$ cat src/hw/rtl/bslp_pkg.sv
// Shared types, character codes and key text for the battery status line parser.
// Used by bslp_front, bslp_back and battery_status_line_parser; depends on nothing.
package bslp_pkg;

    // Depth of the byte queue between the front and back parts (power of two).
    localparam int QUEUE_DEPTH = 2;
    localparam int QUEUE_AW    = (QUEUE_DEPTH > 1) ? $clog2(QUEUE_DEPTH) : 1;

    // Character codes the parser looks for.
    localparam logic [7:0] CHAR_NL    = 8'h0A;
    localparam logic [7:0] CHAR_COMMA = 8'h2C;
    localparam logic [7:0] CHAR_MINUS = 8'h2D;
    localparam logic [7:0] CHAR_ZERO  = 8'h30;
    localparam logic [7:0] CHAR_NINE  = 8'h39;
    localparam logic [7:0] CHAR_BRACE = 8'h7B;

    // Line format register values.
    localparam logic FMT_COMMA = 1'b0;
    localparam logic FMT_KEYED = 1'b1;

    // Key numbers of the keyed format, in the order they appear on a line.
    localparam logic [2:0] KEY_CODE     = 3'd0;
    localparam logic [2:0] KEY_CAPACITY = 3'd1;
    localparam logic [2:0] KEY_TEMP     = 3'd2;
    localparam logic [2:0] KEY_CHG      = 3'd3;
    localparam logic [2:0] KEY_CYCLE    = 3'd4;

    // Largest magnitude the number accumulator holds.
    localparam logic [30:0] ACC_MAX = 31'h7FFF_FFFF;

    // Header of the comma format, first character in the top byte.
    localparam int         HEAD_LEN  = 5;
    localparam logic [39:0] HEAD_TEXT = "{OK},";

    // Key text, left aligned and padded with spaces to 15 characters.
    localparam logic [119:0] TXT_CODE     = "\"code\":        ";
    localparam logic [119:0] TXT_CAPACITY = "\"capacity\":    ";
    localparam logic [119:0] TXT_TEMP     = "\"temp\":        ";
    localparam logic [119:0] TXT_CHG      = "\"chg_state\":   ";
    localparam logic [119:0] TXT_CYCLE    = "\"charge_cycle\":";

    // One classified byte as it travels through the queue.
    typedef struct packed {
        logic [7:0] rx_byte;
        logic       is_digit;
        logic [3:0] digit;
        logic       is_nl;
        logic       is_comma;
        logic       is_minus;
        logic       is_brace;
    } t_item;

    // One finished line record.
    typedef struct packed {
        logic        parse_ok;
        logic [7:0]  charge_percent;
        logic [15:0] temperature_tenths;
        logic        charging;
        logic [15:0] charge_cycles;
    } t_result;

    // Character of the comma format header at a position below HEAD_LEN.
    function automatic logic [7:0] head_char(input logic [2:0] pos);
        logic [5:0] bit_hi;
        bit_hi = 6'd39 - {pos, 3'b000};
        return HEAD_TEXT[bit_hi -: 8];
    endfunction

    // Length of a key including quotes and colon.
    function automatic logic [3:0] key_len(input logic [2:0] key);
        logic [3:0] len;
        unique case (key)
            KEY_CODE:     len = 4'd7;
            KEY_CAPACITY: len = 4'd11;
            KEY_TEMP:     len = 4'd7;
            KEY_CHG:      len = 4'd12;
            KEY_CYCLE:    len = 4'd15;
            default:      len = 4'd0;
        endcase
        return len;
    endfunction

    // Character of a key at a position below its length.
    function automatic logic [7:0] key_char(input logic [2:0] key, input logic [3:0] pos);
        logic [119:0] txt;
        logic [6:0]   bit_hi;
        unique case (key)
            KEY_CODE:     txt = TXT_CODE;
            KEY_CAPACITY: txt = TXT_CAPACITY;
            KEY_TEMP:     txt = TXT_TEMP;
            KEY_CHG:      txt = TXT_CHG;
            KEY_CYCLE:    txt = TXT_CYCLE;
            default:      txt = '0;
        endcase
        bit_hi = 7'd119 - {pos, 3'b000};
        return txt[bit_hi -: 8];
    endfunction

endpackage

$ cat src/hw/rtl/battery_status_line_parser.sv
// A newline beat is written into the byte queue, then its record is registered once the parser takes it.
// Throughput: one byte per cycle unless a record stalls; bslp_back parses one byte a cycle.
// A two-beat queue separates byte intake from parsing, so input is taken while a record waits.
// Reset (synchronous, active low) clears the parser, the stored fields and line_format.
// Top level of the battery status line parser.
// Depends on bslp_pkg, bslp_front and bslp_back.
module battery_status_line_parser (
    input  logic               i_clk,
    input  logic               i_rst_n,
    // Received bytes
    input  logic               i_valid,
    output logic               o_stall,
    input  logic [7:0]         i_rx_byte,
    // Line records
    output logic               o_valid,
    input  logic               i_stall,
    output logic               o_parse_ok,
    output logic [7:0]         o_charge_percent,
    output logic signed [15:0] o_temperature_tenths,
    output logic               o_charging,
    output logic [15:0]        o_charge_cycles,
    // Configuration
    input  logic               i_cfg_valid,
    output logic               o_cfg_ready,
    input  logic               i_cfg_line_format
);

    logic              r_line_format;
    logic              w_item_valid;
    logic              w_item_take;
    bslp_pkg::t_item   w_item;
    bslp_pkg::t_result w_result;

    // Line format register; every write beat is taken at once.
    assign o_cfg_ready = 1'b1;

    always_ff @(posedge i_clk) begin
        if (!i_rst_n) begin
            r_line_format <= bslp_pkg::FMT_COMMA;
        end else if (i_cfg_valid && o_cfg_ready) begin
            r_line_format <= i_cfg_line_format;
        end
    end

    bslp_front u_front (
        .i_clk        (i_clk),
        .i_rst_n      (i_rst_n),
        .i_valid      (i_valid),
        .i_rx_byte    (i_rx_byte),
        .o_stall      (o_stall),
        .o_item_valid (w_item_valid),
        .o_item       (w_item),
        .i_item_take  (w_item_take)
    );

    bslp_back u_back (
        .i_clk         (i_clk),
        .i_rst_n       (i_rst_n),
        .i_line_format (r_line_format),
        .i_item_valid  (w_item_valid),
        .i_item        (w_item),
        .o_item_take   (w_item_take),
        .o_valid       (o_valid),
        .o_result      (w_result),
        .i_stall       (i_stall)
    );

    // Record fields onto their ports.
    assign o_parse_ok           = w_result.parse_ok;
    assign o_charge_percent     = w_result.charge_percent;
    assign o_temperature_tenths = signed'(w_result.temperature_tenths);
    assign o_charging           = w_result.charging;
    assign o_charge_cycles      = w_result.charge_cycles;

endmodule

$ cat src/hw/rtl/bslp_front.sv
// Front part: accepts received bytes, classifies them and holds them in a short queue.
// Depends on bslp_pkg for the item type, queue depth and character codes.
module bslp_front (
    input  logic               i_clk,
    input  logic               i_rst_n,
    input  logic               i_valid,
    input  logic [7:0]         i_rx_byte,
    output logic               o_stall,
    output logic               o_item_valid,
    output bslp_pkg::t_item    o_item,
    input  logic               i_item_take
);

    bslp_pkg::t_item                  r_mem [bslp_pkg::QUEUE_DEPTH];
    logic [bslp_pkg::QUEUE_AW-1:0]    r_wr_ptr;
    logic [bslp_pkg::QUEUE_AW-1:0]    r_rd_ptr;
    logic [bslp_pkg::QUEUE_AW:0]      r_count;
    logic [bslp_pkg::QUEUE_AW:0]      n_count;
    bslp_pkg::t_item                  w_class;
    logic                             w_push;
    logic                             w_pop;

    // Classify the incoming byte once so the back part only tests flags.
    always_comb begin
        w_class          = '0;
        w_class.rx_byte  = i_rx_byte;
        w_class.is_digit = (i_rx_byte >= bslp_pkg::CHAR_ZERO) &&
                           (i_rx_byte <= bslp_pkg::CHAR_NINE);
        w_class.digit    = i_rx_byte[3:0];
        w_class.is_nl    = (i_rx_byte == bslp_pkg::CHAR_NL);
        w_class.is_comma = (i_rx_byte == bslp_pkg::CHAR_COMMA);
        w_class.is_minus = (i_rx_byte == bslp_pkg::CHAR_MINUS);
        w_class.is_brace = (i_rx_byte == bslp_pkg::CHAR_BRACE);
    end

    // Queue handshake: full queue stalls the sender, the head is always visible.
    assign o_stall      = (r_count == (bslp_pkg::QUEUE_AW + 1)'(bslp_pkg::QUEUE_DEPTH));
    assign w_push       = i_valid && !o_stall;
    assign o_item_valid = (r_count != '0);
    assign w_pop        = i_item_take && o_item_valid;
    assign o_item       = r_mem[r_rd_ptr];

    always_comb begin
        n_count = r_count;
        if (w_push && !w_pop) begin
            n_count = r_count + 1'b1;
        end else if (!w_push && w_pop) begin
            n_count = r_count - 1'b1;
        end
    end

    // Pointers and fill count.
    always_ff @(posedge i_clk) begin
        if (!i_rst_n) begin
            r_wr_ptr <= '0;
            r_rd_ptr <= '0;
            r_count  <= '0;
        end else begin
            if (w_push) begin
                r_wr_ptr <= r_wr_ptr + 1'b1;
            end
            if (w_pop) begin
                r_rd_ptr <= r_rd_ptr + 1'b1;
            end
            r_count <= n_count;
        end
    end

    // Queue storage.
    always_ff @(posedge i_clk) begin
        if (w_push) begin
            r_mem[r_wr_ptr] <= w_class;
        end
    end

endmodule

$ cat src/hw/rtl/bslp_back.sv
// Back part: runs the line parser on queued bytes and registers one record per newline.
// Depends on bslp_pkg for the item and record types, key text and constants.
module bslp_back (
    input  logic               i_clk,
    input  logic               i_rst_n,
    input  logic               i_line_format,
    input  logic               i_item_valid,
    input  bslp_pkg::t_item    i_item,
    output logic               o_item_take,
    output logic               o_valid,
    output bslp_pkg::t_result  o_result,
    input  logic               i_stall
);

    // Parser phase codes.
    localparam logic [3:0] PH_START = 4'd0;
    localparam logic [3:0] PH_SOC   = 4'd1;
    localparam logic [3:0] PH_TEMP  = 4'd2;
    localparam logic [3:0] PH_CHG   = 4'd3;
    localparam logic [3:0] PH_COMMA = 4'd4;
    localparam logic [3:0] PH_CYC   = 4'd5;
    localparam logic [3:0] PH_KEY0  = 4'd6;
    localparam logic [3:0] PH_KEY4  = 4'd10;
    localparam logic [3:0] PH_DONE  = 4'd15;

    logic [3:0]        r_phase,     n_phase;
    logic [3:0]        r_key_pos,   n_key_pos;
    logic [30:0]       r_acc,       n_acc;
    logic              r_neg,       n_neg;
    logic              r_digit_seen, n_digit_seen;
    logic              r_failed,    n_failed;
    logic [7:0]        r_charge,    n_charge;
    logic [15:0]       r_temp,      n_temp;
    logic              r_charging,  n_charging;
    logic [15:0]       r_cycles,    n_cycles;
    logic              r_out_valid;
    bslp_pkg::t_result r_result;

    logic              w_out_free;
    logic              w_line_ok;
    logic [34:0]       w_mul10;
    logic [34:0]       w_sum;
    logic [30:0]       w_acc_digit;
    logic [15:0]       w_temp_plain;
    logic [15:0]       w_temp_keyed;
    logic [7:0]        w_charge_keyed;
    logic [15:0]       w_cycles_keyed;
    logic [3:0]        w_key_off;
    logic [2:0]        w_key;

    // A byte leaves the queue unless it ends a line while the record slot is busy.
    assign w_out_free  = !r_out_valid || !i_stall;
    assign o_item_take = i_item_valid && (!i_item.is_nl || w_out_free);

    // Decimal accumulate with saturation, shared by both formats.
    assign w_mul10     = {1'b0, r_acc, 3'b000} + {3'b000, r_acc, 1'b0};
    assign w_sum       = w_mul10 + {31'd0, i_item.digit};
    assign w_acc_digit = (w_sum[34:31] != 4'd0) ? bslp_pkg::ACC_MAX : w_sum[30:0];

    // Field values as they are stored when a number ends.
    assign w_temp_plain = (r_acc > 31'd32767) ? 16'h7FFF : r_acc[15:0];
    always_comb begin
        if (r_neg) begin
            w_temp_keyed = (w_mul10 > 35'd32768) ? 16'h8000 : 16'(16'd0 - w_mul10[15:0]);
        end else begin
            w_temp_keyed = (w_mul10 > 35'd32767) ? 16'h7FFF : w_mul10[15:0];
        end
    end
    assign w_charge_keyed = r_neg ? 8'(8'd0 - r_acc[7:0]) : r_acc[7:0];
    assign w_cycles_keyed = r_neg ? 16'(16'd0 - r_acc[15:0]) : r_acc[15:0];
    assign w_key_off      = r_phase - PH_KEY0;
    assign w_key          = w_key_off[2:0];

    // Parser step for one byte, then the end of line handling.
    always_comb begin
        n_phase      = r_phase;
        n_key_pos    = r_key_pos;
        n_acc        = r_acc;
        n_neg        = r_neg;
        n_digit_seen = r_digit_seen;
        n_failed     = r_failed;
        n_charge     = r_charge;
        n_temp       = r_temp;
        n_charging   = r_charging;
        n_cycles     = r_cycles;
        w_line_ok    = 1'b0;

        if (o_item_take) begin
            if (!r_failed && (r_phase != PH_DONE)) begin
                priority if (r_phase == PH_START) begin
                    // Line opening: header text or opening brace.
                    if (i_line_format == bslp_pkg::FMT_COMMA) begin
                        if ((r_key_pos < 4'(bslp_pkg::HEAD_LEN)) &&
                            (bslp_pkg::head_char(r_key_pos[2:0]) == i_item.rx_byte)) begin
                            if (r_key_pos == 4'(bslp_pkg::HEAD_LEN - 1)) begin
                                n_phase      = PH_SOC;
                                n_key_pos    = '0;
                                n_acc        = '0;
                                n_neg        = 1'b0;
                                n_digit_seen = 1'b0;
                            end else begin
                                n_key_pos = r_key_pos + 4'd1;
                            end
                        end else begin
                            n_failed = 1'b1;
                        end
                    end else begin
                        if (i_item.is_brace) begin
                            n_phase      = PH_KEY0;
                            n_key_pos    = '0;
                            n_acc        = '0;
                            n_neg        = 1'b0;
                            n_digit_seen = 1'b0;
                        end else begin
                            n_failed = 1'b1;
                        end
                    end
                end else if ((r_phase == PH_SOC) || (r_phase == PH_TEMP) ||
                             (r_phase == PH_CYC)) begin
                    // Comma format numeric fields.
                    if (i_item.is_digit) begin
                        n_acc        = w_acc_digit;
                        n_digit_seen = 1'b1;
                    end else if (r_phase == PH_SOC) begin
                        n_charge = r_acc[7:0];
                        if (!r_digit_seen) begin
                            n_failed = 1'b1;
                        end else begin
                            n_phase      = PH_TEMP;
                            n_acc        = '0;
                            n_neg        = 1'b0;
                            n_digit_seen = 1'b0;
                        end
                    end else if (r_phase == PH_TEMP) begin
                        n_temp = w_temp_plain;
                        if (!r_digit_seen || !i_item.is_comma) begin
                            n_failed = 1'b1;
                        end else begin
                            n_phase      = PH_CHG;
                            n_acc        = '0;
                            n_neg        = 1'b0;
                            n_digit_seen = 1'b0;
                        end
                    end else begin
                        n_cycles = r_acc[15:0];
                        if (!r_digit_seen) begin
                            n_failed = 1'b1;
                        end else begin
                            n_phase = PH_DONE;
                        end
                    end
                end else if (r_phase == PH_CHG) begin
                    // Charging flag is a single 0 or 1.
                    if (i_item.is_digit && (i_item.digit <= 4'd1)) begin
                        n_acc   = {27'd0, i_item.digit};
                        n_phase = PH_COMMA;
                    end else begin
                        n_failed = 1'b1;
                    end
                end else if (r_phase == PH_COMMA) begin
                    if (i_item.is_comma) begin
                        n_charging   = r_acc[0];
                        n_phase      = PH_CYC;
                        n_acc        = '0;
                        n_neg        = 1'b0;
                        n_digit_seen = 1'b0;
                    end else begin
                        n_failed = 1'b1;
                    end
                end else if ((r_phase >= PH_KEY0) && (r_phase <= PH_KEY4)) begin
                    // Keyed format: match the key text, then read a signed number.
                    if (r_key_pos < bslp_pkg::key_len(w_key)) begin
                        if (bslp_pkg::key_char(w_key, r_key_pos) == i_item.rx_byte) begin
                            n_key_pos = r_key_pos + 4'd1;
                        end else begin
                            n_failed = 1'b1;
                        end
                    end else if (i_item.is_digit) begin
                        n_acc        = w_acc_digit;
                        n_digit_seen = 1'b1;
                    end else if (i_item.is_minus && !r_digit_seen && !r_neg) begin
                        n_neg = 1'b1;
                    end else if (!r_digit_seen) begin
                        n_failed = 1'b1;
                    end else begin
                        unique case (w_key)
                            bslp_pkg::KEY_CODE: begin
                                if (r_acc != '0) begin
                                    n_failed = 1'b1;
                                end
                            end
                            bslp_pkg::KEY_CAPACITY: n_charge   = w_charge_keyed;
                            bslp_pkg::KEY_TEMP:     n_temp     = w_temp_keyed;
                            bslp_pkg::KEY_CHG:      n_charging = (r_acc != '0);
                            bslp_pkg::KEY_CYCLE:    n_cycles   = w_cycles_keyed;
                            default:                n_failed   = 1'b1;
                        endcase
                        if (w_key == bslp_pkg::KEY_CYCLE) begin
                            n_phase = PH_DONE;
                        end else if (!n_failed) begin
                            n_phase      = r_phase + 4'd1;
                            n_key_pos    = '0;
                            n_acc        = '0;
                            n_neg        = 1'b0;
                            n_digit_seen = 1'b0;
                        end
                    end
                end else begin
                    n_failed = 1'b1;
                end
            end

            // Newline: report the line, then start over.
            if (i_item.is_nl) begin
                w_line_ok    = !n_failed && (n_phase == PH_DONE);
                n_phase      = PH_START;
                n_key_pos    = '0;
                n_acc        = '0;
                n_neg        = 1'b0;
                n_digit_seen = 1'b0;
                n_failed     = 1'b0;
            end
        end
    end

    // Parser state and stored fields.
    always_ff @(posedge i_clk) begin
        if (!i_rst_n) begin
            r_phase      <= PH_START;
            r_key_pos    <= '0;
            r_acc        <= '0;
            r_neg        <= 1'b0;
            r_digit_seen <= 1'b0;
            r_failed     <= 1'b0;
            r_charge     <= '0;
            r_temp       <= '0;
            r_charging   <= 1'b0;
            r_cycles     <= '0;
        end else begin
            r_phase      <= n_phase;
            r_key_pos    <= n_key_pos;
            r_acc        <= n_acc;
            r_neg        <= n_neg;
            r_digit_seen <= n_digit_seen;
            r_failed     <= n_failed;
            r_charge     <= n_charge;
            r_temp       <= n_temp;
            r_charging   <= n_charging;
            r_cycles     <= n_cycles;
        end
    end

    // Record output register.
    always_ff @(posedge i_clk) begin
        if (!i_rst_n) begin
            r_out_valid <= 1'b0;
        end else if (o_item_take && i_item.is_nl) begin
            r_out_valid <= 1'b1;
        end else if (!i_stall) begin
            r_out_valid <= 1'b0;
        end
    end

    always_ff @(posedge i_clk) begin
        if (o_item_take && i_item.is_nl) begin
            r_result.parse_ok           <= w_line_ok;
            r_result.charge_percent     <= n_charge;
            r_result.temperature_tenths <= n_temp;
            r_result.charging           <= n_charging;
            r_result.charge_cycles      <= n_cycles;
        end
    end

    assign o_valid  = r_out_valid;
    assign o_result = r_result;

endmodule

$ cat config.mk
export PLATFORM = sky130hd
export DESIGN_NAME = battery_status_line_parser
export DESIGN_NICKNAME = d
export VERILOG_FILES = /design/src/hw/rtl/bslp_pkg.sv /design/src/hw/rtl/battery_status_line_parser.sv /design/src/hw/rtl/bslp_front.sv /design/src/hw/rtl/bslp_back.sv
export SDC_FILE = /design/constraint.sdc
export NUM_CORES = 1
export LEC_CHECK = 0
export BUFFER_PORTS_ARGS = -buffer_cell sky130_fd_sc_hd__buf_2
export CAP_MARGIN = 5
export CORE_ASPECT_RATIO = 2
export CORE_MARGIN = 2
export CORE_UTILIZATION = 55
export DETAILED_ROUTE_END_ITERATION = 10
export PLACE_DENSITY = 0.72
export SKIP_LAST_GASP = 1
export SLEW_MARGIN = 20
export SYNTH_ARGS = -nofsm -noshare
export SYNTH_HDL_FRONTEND = slang
export SYNTH_SLANG_ARGS = --single-unit
$ cat constraint.sdc
create_clock -name i_clk -period 12.8 [get_ports i_clk]
set_input_delay 2.56 -clock i_clk [delete_from_list [all_inputs] [get_ports i_clk]]
set_output_delay 2.56 -clock i_clk [all_outputs]
set_load 0.02 [all_outputs]
==> flow_summary.ini <==
[pwr]
power.density_nw_per_um2 = 135
finalPower_uw = 1890
p_leak_uw = 0.00525
vdd_drop_max_v = 0.000129

[global_route]
antenna_found_initial = 0
gr-total-overflow = 0
grt_pass1_wl_um = 74500
grt_pass1_vias = 13100
track_usage = 0.389
grt_max_degree = 52

[detailed_routing]
routed_wl_um = 49100
postRouteAntennaNets = 0
viasPerCell = 7.11
detail_route.wl_per_cell_um = 25.4
dr.pass1.iters = 9
num_vias = 13800
dr.first_iter.drc_count = 1374
drc = 0

[sta]
timing.final.crit_period_ns = 5.36
clock.fmax_mhz = 187
skew_ns = 0.0122
slew_viol_final = 0
tns_ns = 0
setup_violations = 0
hold_violations = 0
slew_headroom = 0.281
rsz0062_at_grt = no
period_share = 0.419
max_slew.worst_pin.slew_ns = 1.08

[synth]
synth_area_sq_um = 13000
yosys.cell_count.top_type = nand2_1
seq_area_frac_synth = 0.297
postSynth.asyncResetShare = 0
dominantRegCellSynth = dfxtp_1
synth_warnings = 0
synth_cells = 1634
yosys-top-cells-count = nand2_1 (164), nor2_1 (154), a21oi_1 (144), o21ai_0 (108), dfxtp_1 (90)
yosys.area.top_type = edfxtp_1
synthDistinctLibCells = 93
ys_seq_elements = 158
synth_top_area_frac = 0.158
avgSynthCellArea_sq_um = 7.93
synth_fp_nets = 1699
synth.area.top_cells = edfxtp_1 (16%), dfxtp_1 (14%), a21oi_1 (5.6%)
synth_edf_count = 68

[placement]
dp_hpwl_um = 37200
gp_congestion = 1.05
io_buffer_count = 57

[layout]
finish.utilization = 0.605
diodes = 0
final_layout_size_suffix_gt1_frac = 0.112
area_growth_pct = 8.55
nets = 1702

[clocking]
htreeDepth = 4
cts.clk_slew.worst_paths_ns = 0.08
numCtsBuffers = 17
post_cts_buffers = 0
root_buffer = clkbuf_16
clock_latency_ns = 0.45
cts-resized-gates = 0
clock_sinks = 158
clockBufferDepth = 2
cts_tree = done
ctsHoldBuffers = 0

[die]
placeableCoreArea_sq_um = 23200
rows = 79
die_area_sq_um = 24900
die_h_um = 221
start_util = 0.558
die_w_um = 113
pin_count = 59

[setup_path]
worst-path-max-fanout = 22
cp.arrival_ns = 5.66
timing.critical_path.buf_inv = 2
cp-end-kind = flop
cp_top_family = simple AND/OR/NAND/NOR gates
start_kind = flop
critPathSlowestCell = dfxtp_1
path_class = flop to flop
cp_slowest_stage_delay_ns = 0.69
critical_path_required_ns = 13.10
crit_chain = ha_1, inv_1, fa_1, and2b_1, o31a_2, o21ai_1, xor2_1, or4_4, nor4_2, nand4_1, nor4_1, mux2i_4, buf_16, a311oi_1

[outcome]
outcome = completed

[min_path]
min_path_type = flop to flop

[flow_run]
cap_violations = 0
-- placed cells by master, fill, tap and decap left out, types with 29 or more instances in the layout --
cell,instances
nand4_1,29
o21ai_0,108
xor2_1,33
inv_1,37
edfxtp_1,68
buf_4,31
ha_1,49
mux2i_1,32
nand2_1,164
and2_1,49
nor2_1,153
nor3_1,48
buf_2,57
dfxtp_1,90
xnor2_1,32
a21oi_1,144
nand3_1,45
-- per-stage QoR --
step | worst slack, ns | std cells | instance area, sq um | hold WS [ns]
floorplan | 8.35 | 1634 | 13000 | 0.481
global placement | 7.29 | 1899 | 13400 | 0.498
detailed placement | 7.17 | 1899 | 13400 | 0.498
CTS | 7.15 | 1931 | 14000 | 0.513
global route | 7.16 | 1933 | 14100 | 0.536
finish | 7.44 | 1933 | 14100 | 0.507
-- sequential cells by signal (all words and copies together) (netlist names), named ones only --
name                 flops
u_front.r_mem           26
u_front.r_wr_ptr         1
u_back.r_phase           4
u_back.r_charging        1
u_back.r_failed          1
u_back.r_charge          8
u_front.r_rd_ptr         1
u_back.r_key_pos         4
u_back.r_digit_seen      1
u_back.o_valid           1
u_back.r_cycles         16
u_back.r_acc            31
u_back.r_temp           16
u_back.o_result         42
u_front.r_count          2
u_back.r_neg             1
r_line_format            1
-- final timing paths --
kind,start,endpoint,slack (ns),cells past startpoint
max,u_back.r_acc[2],u_back.r_acc[2],7.44,14
min,u_front.r_rd_ptr,flop,0.51,2
max reg2reg,u_back.r_acc[2],u_back.r_acc[2],7.44,14
min reg2reg,u_front.r_rd_ptr,flop,0.51,2
-- kinds of logic (layout without fill, tap and decap cells) --
kind of cell	Yosys count	count (layout)	synth area share
XOR/XNOR	65	65	0.0439
adder cells (fa/ha/maj)	52	52	0.0512
buffers and inverters	145	161	0.0441
multiplexers	44	44	0.0351
flip-flops	158	158	0.297
AND/OR/NAND/NOR	628	628	0.243
other	1	1	0.000289
AO/OA/AOI/OAI	541	541	0.286
-- worst register-to-register path: stages (launching register included) --
cell and delay, ns:
dfxtp_1 0.69, ha_1 0.32, inv_1 0.07, fa_1 0.39
and2b_1 0.27, o31a_2 0.19, o21ai_1 0.09, xor2_1 0.27
or4_4 0.59, nor4_2 0.55, nand4_1 0.33, nor4_1 0.51
mux2i_4 0.59, buf_16 0.24, a311oi_1 0.12
-- where the power goes --
part	internal [uW]	leakage, uW	switching (uW)	total (uW)
clock	262	0.000283	249	511
sequential	599	0.00137	35.9	635
combinational	222	0.00359	526	747
total	1080	0.00525	811	1890
-- layer usage --
metal / GRT usage / up-vias / routed length (um)
li1: - / 6183 / -
met1: 0.345 / 6453 / 14800
met2: 0.698 / 746 / 25200
met3: 0.0734 / 368 / 2810
met4: 0.387 / 0 / 6340
met5: 0.00202 / - / 0
-- layout make-up --
class	count	area [sq um]
clock buffers	17	425
clock inverters	15	164
fillers	2155	9170
inverters	40	150
multi-input cells	1331	8580
flip-flops and latches	158	3840
well taps	283	354
repair buffers	89	546
Power figures use the tool's default switching activity.
